==> config.mk <==
export PLATFORM = sky130hd
export DESIGN_NAME = frc_dp
export DESIGN_NICKNAME = d
export VERILOG_FILES = /design/src/frc_pkg.sv /design/src/frc_dp.sv
export SDC_FILE = /design/constraint.sdc
export NUM_CORES = 1
export LEC_CHECK = 0
export BUFFER_PORTS_ARGS = -buffer_cell sky130_fd_sc_hd__buf_2
export CORE_ASPECT_RATIO = 0.8
export CORE_MARGIN = 1.5
export CORE_UTILIZATION = 40
export DETAILED_ROUTE_END_ITERATION = 10
export SYNTH_ARGS = -nofsm -noshare
export SYNTH_HDL_FRONTEND = slang
export SYNTH_SLANG_ARGS = --single-unit
==> constraint.sdc <==
create_clock -name aclk -period 18.6 [get_ports aclk]
set_input_delay 5.58 -clock aclk [delete_from_list [all_inputs] [get_ports aclk]]
set_output_delay 5.58 -clock aclk [all_outputs]
set_load 0.005 [all_outputs]
==> src/frc_pkg.sv <==
// ----------------------------------------------------------------------------
// frc_pkg
// Types, codes and helpers for the framed response checker.
// ----------------------------------------------------------------------------
package frc_pkg;

    localparam logic [7:0]  SYNC_BYTE = 8'h55;
    localparam logic [15:0] GOOD_WORD = 16'h9000;
    localparam logic [15:0] CRC_POLY  = 16'h1021;

    // result codes
    localparam logic [2:0] RES_OK      = 3'd0;
    localparam logic [2:0] RES_CRC     = 3'd1;
    localparam logic [2:0] RES_LEN     = 3'd2;
    localparam logic [2:0] RES_WORD    = 3'd3;
    localparam logic [2:0] RES_TIMEOUT = 3'd4;

    // configuration register indexes
    localparam int         CFG_ADDR_W = 2;
    localparam int         CFG_DATA_W = 64;
    localparam logic [1:0] REG_EXP_LEN   = 2'd0;
    localparam logic [1:0] REG_KEY_UPPER = 2'd1;
    localparam logic [1:0] REG_KEY_LOWER = 2'd2;
    localparam logic [1:0] REG_MASK_EN   = 2'd3;

    typedef struct packed {
        logic [5:0]  expected_length;
        logic [63:0] key_upper;
        logic [63:0] key_lower;
        logic        mask_enable;
    } cfg_t;

    typedef enum logic [1:0] {
        PH_HUNT,
        PH_LEN,
        PH_BODY
    } phase_t;

    typedef enum logic [2:0] {
        ST_RECV,
        ST_CRC,
        ST_EVAL,
        ST_EMIT,
        ST_READ,
        ST_PUSH
    } ctrl_state_t;

    typedef struct packed {
        logic accept;     // input word taken this cycle
        logic crc_shift;  // one CRC bit step
        logic eval;       // latch frame verdict
        logic emit;       // load single result into output register
        logic rd;         // read payload buffer
        logic push;       // load payload result into output register
    } dp_cmd_t;

    typedef struct packed {
        logic take_timeout;  // word at input raises a hunt timeout
        logic take_crc;      // word at input is CRC covered
        logic take_end;      // word at input closes the frame
        logic stream;        // verdict is ok with payload to send
        logic last_idx;      // read pointer at final payload byte
        logic out_free;      // output register can load
    } dp_sts_t;

    // key byte at position pos of the repeating 16-byte key, zero if unmasked
    function automatic logic [7:0] key_byte(cfg_t cfg, logic [3:0] pos);
        logic [127:0] key;
        logic [3:0]   r;
        key = {cfg.key_upper, cfg.key_lower};
        r   = 4'd15 - pos;
        return cfg.mask_enable ? key[{r, 3'b000} +: 8] : 8'h00;
    endfunction

endpackage

==> src/frc_dp.sv <==
// ----------------------------------------------------------------------------
// frc_dp
// Datapath: frame parser, bit-serial CRC, payload buffer and output register.
// ----------------------------------------------------------------------------
module frc_dp #(
    parameter int MAX_PAYLOAD = 48,
    parameter int POLL_LIMIT  = 4096
) (
    input  logic              aclk,
    input  logic              aresetn,
    input  logic [7:0]        s_tdata,
    input  frc_pkg::cfg_t     cfg,
    input  frc_pkg::dp_cmd_t  cmd,
    output frc_pkg::dp_sts_t  sts,
    output logic              m_tvalid,
    input  logic              m_tready,
    output logic [31:0]       m_tdata,   // status[2:0], data_byte[10:3], status_word[26:11]
    output logic              m_tlast
);
    import frc_pkg::*;

    localparam int         AW     = (MAX_PAYLOAD > 1) ? $clog2(MAX_PAYLOAD) : 1;
    localparam int         PW     = $clog2(POLL_LIMIT + 1);
    localparam logic [6:0] MAXP   = 7'(MAX_PAYLOAD);
    localparam logic [PW-1:0] PLIM = PW'(POLL_LIMIT);

    // parser state
    phase_t        phase_reg,  phase_next;
    logic [PW-1:0] poll_reg,   poll_next;
    logic [5:0]    idx_reg,    idx_next;
    logic [15:0]   len_reg,    len_next;
    logic [15:0]   crc_reg,    crc_next;
    logic [15:0]   rcrc_reg,   rcrc_next;
    logic [15:0]   word_reg,   word_next;

    // result side
    logic [7:0]    mem [0:MAX_PAYLOAD-1];
    logic [7:0]    rdata_reg;
    logic [AW-1:0] rd_idx_reg;
    logic [2:0]    res_code_reg;
    logic [15:0]   res_sw_reg;
    logic          out_valid_reg;
    logic [2:0]    out_status_reg;
    logic [7:0]    out_data_reg;
    logic [15:0]   out_sw_reg;
    logic          out_last_reg;

    logic [5:0]    eff_len;
    logic [6:0]    len7;
    logic [6:0]    idx7;
    logic [5:0]    idx_inc;
    logic [PW-1:0] poll_inc;
    logic          is_sync;
    logic          timeout_hit;
    logic          in_payload;
    logic          covered;
    logic          frame_end;
    logic [6:0]    sw_pos;
    logic [15:0]   sw_unmasked;
    logic [2:0]    verdict;
    logic [6:0]    rd_pos;
    logic          out_load;

    assign eff_len     = ({1'b0, cfg.expected_length} > MAXP) ? MAXP[5:0] : cfg.expected_length;
    assign len7        = {1'b0, eff_len};
    assign idx7        = {1'b0, idx_reg};
    assign idx_inc     = idx_reg + 6'd1;
    assign poll_inc    = poll_reg + PW'(1);
    assign is_sync     = (s_tdata == SYNC_BYTE);
    assign timeout_hit = (poll_inc >= PLIM);
    assign in_payload  = (idx7 < len7);
    assign covered     = (idx7 < len7 + 7'd2);
    assign frame_end   = ({1'b0, idx_inc} >= len7 + 7'd4);

    // status bytes sit at key positions L and L+1
    assign sw_pos      = len7 + 7'd1;
    assign sw_unmasked = word_reg ^ {key_byte(cfg, len7[3:0]), key_byte(cfg, sw_pos[3:0])};

    always_comb begin
        if (len_reg != {9'd0, len7} + 16'd2) begin
            verdict = RES_LEN;
        end else if (crc_reg != rcrc_reg) begin
            verdict = RES_CRC;
        end else if (sw_unmasked != GOOD_WORD) begin
            verdict = RES_WORD;
        end else begin
            verdict = RES_OK;
        end
    end

    assign rd_pos   = {{(7 - AW){1'b0}}, rd_idx_reg};
    assign out_load = cmd.emit || cmd.push;

    assign sts.take_timeout = (phase_reg == PH_HUNT) && !is_sync && timeout_hit;
    assign sts.take_crc     = (phase_reg == PH_BODY) && covered;
    assign sts.take_end     = (phase_reg == PH_BODY) && frame_end;
    assign sts.stream       = (verdict == RES_OK) && (eff_len != 6'd0);
    assign sts.last_idx     = (rd_pos + 7'd1 == len7);
    assign sts.out_free     = !out_valid_reg || m_tready;

    always_comb begin
        phase_next = phase_reg;
        poll_next  = poll_reg;
        idx_next   = idx_reg;
        len_next   = len_reg;
        crc_next   = crc_reg;
        rcrc_next  = rcrc_reg;
        word_next  = word_reg;
        if (cmd.accept) begin
            case (phase_reg)
                PH_HUNT: begin
                    if (is_sync) begin
                        phase_next = PH_LEN;
                        poll_next  = '0;
                        idx_next   = 6'd0;
                    end else begin
                        poll_next = timeout_hit ? '0 : poll_inc;
                    end
                end
                PH_LEN: begin
                    if (idx_reg == 6'd0) begin
                        len_next = {s_tdata, 8'h00};
                        idx_next = 6'd1;
                    end else begin
                        len_next   = {len_reg[15:8], s_tdata};
                        idx_next   = 6'd0;
                        crc_next   = 16'd0;
                        rcrc_next  = 16'd0;
                        word_next  = 16'd0;
                        phase_next = PH_BODY;
                    end
                end
                PH_BODY: begin
                    if (covered) begin
                        crc_next = crc_reg ^ {s_tdata, 8'h00};
                    end
                    if (in_payload) begin
                        word_next = word_reg;
                    end else if (idx7 == len7) begin
                        word_next = {s_tdata, word_reg[7:0]};
                    end else if (idx7 == len7 + 7'd1) begin
                        word_next = {word_reg[15:8], s_tdata};
                    end else if (idx7 == len7 + 7'd2) begin
                        rcrc_next = {s_tdata, rcrc_reg[7:0]};
                    end else begin
                        rcrc_next = {rcrc_reg[15:8], s_tdata};
                    end
                    idx_next = idx_inc;
                    if (frame_end) begin
                        phase_next = PH_HUNT;
                        poll_next  = '0;
                        idx_next   = 6'd0;
                    end
                end
                default: phase_next = PH_HUNT;
            endcase
        end
        if (cmd.crc_shift) begin
            crc_next = crc_reg[15] ? ({crc_reg[14:0], 1'b0} ^ CRC_POLY)
                                   : {crc_reg[14:0], 1'b0};
        end
    end

    always_ff @(posedge aclk) begin
        if (!aresetn) begin
            phase_reg <= PH_HUNT;
            poll_reg  <= '0;
            idx_reg   <= 6'd0;
            len_reg   <= 16'd0;
            crc_reg   <= 16'd0;
            rcrc_reg  <= 16'd0;
            word_reg  <= 16'd0;
        end else begin
            phase_reg <= phase_next;
            poll_reg  <= poll_next;
            idx_reg   <= idx_next;
            len_reg   <= len_next;
            crc_reg   <= crc_next;
            rcrc_reg  <= rcrc_next;
            word_reg  <= word_next;
        end
    end

    // payload buffer, one write and one registered read port
    always_ff @(posedge aclk) begin
        if (cmd.accept && (phase_reg == PH_BODY) && in_payload) begin
            mem[idx_reg[AW-1:0]] <= s_tdata;
        end
        if (cmd.rd) begin
            rdata_reg <= mem[rd_idx_reg];
        end
    end

    always_ff @(posedge aclk) begin
        if (cmd.accept && sts.take_timeout) begin
            res_code_reg <= RES_TIMEOUT;
            res_sw_reg   <= 16'd0;
        end else if (cmd.eval) begin
            res_code_reg <= verdict;
            res_sw_reg   <= sw_unmasked;
        end
        if (cmd.eval) begin
            rd_idx_reg <= '0;
        end else if (cmd.push) begin
            rd_idx_reg <= rd_idx_reg + AW'(1);
        end
        if (cmd.emit) begin
            out_status_reg <= res_code_reg;
            out_data_reg   <= 8'h00;
            out_sw_reg     <= res_sw_reg;
            out_last_reg   <= 1'b1;
        end else if (cmd.push) begin
            out_status_reg <= RES_OK;
            out_data_reg   <= rdata_reg ^ key_byte(cfg, rd_pos[3:0]);
            out_sw_reg     <= res_sw_reg;
            out_last_reg   <= sts.last_idx;
        end
    end

    always_ff @(posedge aclk) begin
        if (!aresetn) begin
            out_valid_reg <= 1'b0;
        end else if (out_load) begin
            out_valid_reg <= 1'b1;
        end else if (m_tready) begin
            out_valid_reg <= 1'b0;
        end
    end

    assign m_tvalid = out_valid_reg;
    assign m_tdata  = {5'd0, out_sw_reg, out_data_reg, out_status_reg};
    assign m_tlast  = out_last_reg;

endmodule

==> results.ini <==
[status]
outcome=finished, final reports clean

[synthesis]
syn_area_per_cell_um2=14.3
yosys.area.top_type=edfxtp_1
yosys.cell_types.count=76
synth_top_area_share_pct=48.6
synth_most_common_cell=edfxtp_1
synth-main-ff-cell=edfxtp_1
synth_cells=1781
synth_edf_count=411
ys_seq_elements=531
async_flop_share_pct=0
synthTopCellsByCount=edfxtp_1, nor2_1, mux4_2
synth.yosys.seq_area_share_pct=58.1
synth-warning-count=0
syn_area_um2=25400
netlist_top_cells_area=edfxtp_1, mux4_2, dfxtp_1, nor2_1, mux2i_1

[drt]
avgViaCountPerCell=5.98
wl_per_cell_um=26.5
initialDrtViolationCount=1650
ant_nets=0
first_pass_iters=5
vias=16800
remaining_drc_errors=0
drt-total-wl_um=74500

[clocking]
cts_buffers=54
numClockSinks=531
clk_pin_slew_ns=0.06
insertion_delay_ns=0.66
clockBufferDepth=3
root_buffer=clkbuf_16
ctsResizeCount=0
cts_setup_buffers=0
cts_tree=yes
hold_buffers=0
htreeDepth=2

[sta]
layout_min_cycle_time_ns=16.08
worst_slew_pin_slew_ns=1.10
fmax_mhz=62.2
finalHoldViolCount=0
setup-tns-final_ns=0
fin_ws_ns=2.52
finalSetupViolations=0
fin_crit_sh_pct=86.4
skew_ns=0.0707
slew-limit-headroom_pct=26.2
rsz0062_at_grt=false
slew_viol_final=0

[final_layout]
nets=2099
fillerInstances=5459
fin_util_pct=46.0
areaGrowthSynthToFinish_pct=13.5
final_cells=2810
drive_gt1_share_pct=26.1
largest_reg_flops=384

[critical_path]
slowest_stage=a21boi_4
cp.arrival_ns=10.50
slowest_delay_ns=0.67
cp_data_required_time_ns=13.02
critPathKind=primary input to output port
path_cells=buf_2 > a21boi_4 > inv_2 > ha_1 > buf_4 > mux4_2 > mux2_2 > nor4b_1 > a211oi_2 > nand4_1 > or4_1 > nor3_2 > buf_2
start_kind=primary input
rrSetupSlack_ns=14.26
critPathCaptureType=output port
path_common_cell=buf_2
crit_fanout=33
rr_worst_depth=10

[hold_path]
hold_path_class=flip-flop to flip-flop
hold_depth=0

[placement]
io_buffer_count=186
place_hpwl_um=50100
place_ws_ns=2.63
place.gp.congestion=0.919
dp_cells=2708

[global_route]
overflow=0
grt_pass1_vias=16700
grt_pass1_wl_um=111000
grt_max_degree=63
antenna_found_initial=2
grt_util_all_layers_pct=22.8

[floorplanning]
coreArea_um2=62700
ios=192
die_width_um=285
die_h_um=228
dieArea_um2=65000
start_util_pct=40.5
rows=82

[job]
max-cap-violations=0

[power]
power_density_nw_per_um2=92.9
finalPower_mw=2.68
peakVddDrop_mv=0.0862
power_leakage_nw=9.62

-- routing by layer --
metal / GRT usage, % / wire (um) / vias to the layer above
met3: 4.01 / 6400 / 119
met2: 35.5 / 34000 / 796
met4: 6.48 / 1830 / 0
li1: - / - / 7296
met1: 33.0 / 32300 / 8595
met5: 0 / 0 / -
-- cell type report --
cell class	count	area [um2]	share of cell area (%)
flip-flops and latches	531	14800	51.2
multi-input cells	1091	9990	34.7
clock buffers	63	1390	4.81
repair buffers	213	1130	3.93
well taps	840	1050	3.65
clock inverters	38	378	1.31
inverters	33	124	0.430
diodes	1	2.50	0.00868
-- through the flow --
| stage | instance area, um2 | hold WS [ns] |
|---|---|---|
| 5_1_grt | 28800 | 0.446 |
| 2_1_floorplan | 25400 | 0.408 |
| 6_report | 28800 | 0.437 |
| 4_1_cts | 28800 | 0.439 |
| 3_3_place_gp | 27100 | 0.422 |
| 3_5_place_dp | 27100 | 0.424 |
-- worst max-delay path: cells and delay by family --
kind            cells  cell delay [ns]
mux                 2             0.86
fa+ha+maj           1             0.47
buf+inv             4             1.38
compound gates      2             0.99
simple gates        4             1.15
-- cell usage in the layout, fill, tap and decap left out, types with 10 or more instances in the layout --
cell         n
a211oi_1    32
a21oi_1     45
a22oi_1     43
and3_1      17
buf_2      186
buf_4       27
clkbuf_16   54
clkinv_1    18
dfxtp_1    117
edfxtp_1   411
ha_1        23
inv_1       25
mux2_2      15
mux2i_1     66
mux4_2     185
nand2_1     88
nand2b_1    11
nand3_1     21
nand4_1     20
nor2_1     198
nor2b_1     10
nor3_1      21
o211ai_1    10
o21ai_0     45
o22ai_1     15
xnor2_1     45
xor2_1      28
-- cell families (layout without fill, tap and decap cells) --
| logic type | after synthesis | in the layout | share of synthesized area [%] |
|---|---|---|---|
| DFF | 531 | 531 | 58.1 |
| and+or+nand+nor | 432 | 432 | 7.78 |
| AOI/OAI and AO/OA | 292 | 292 | 8.16 |
| muxes | 266 | 266 | 19.7 |
| buffers and inverters | 163 | 347 | 2.67 |
| xor gates and xnor gates | 73 | 73 | 2.52 |
| adders and majority gates | 23 | 23 | 1.13 |
| other | 1 | 6 | 0.0148 |
-- power breakdown --
group / internal [mW] / total, mW / switching [mW] / leakage [nW]
sequential: 1.29 / 1.30 / 0.0125 / 4.70
clock: 0.597 / 1.07 / 0.475 / 0.844
combinational: 0.130 / 0.301 / 0.170 / 4.08
-- path summary, 6_finish.rpt --
check / start / end
setup / recovery: cfg[133] / sts[2]
hold / removal: res_sw_reg[7] / out_sw_reg[7]
setup reg to reg: idx_reg[2] / mem[46][2]
hold reg to reg: res_sw_reg[7] / out_sw_reg[7]
No activity file was read; power rests on OpenSTA's default activity.
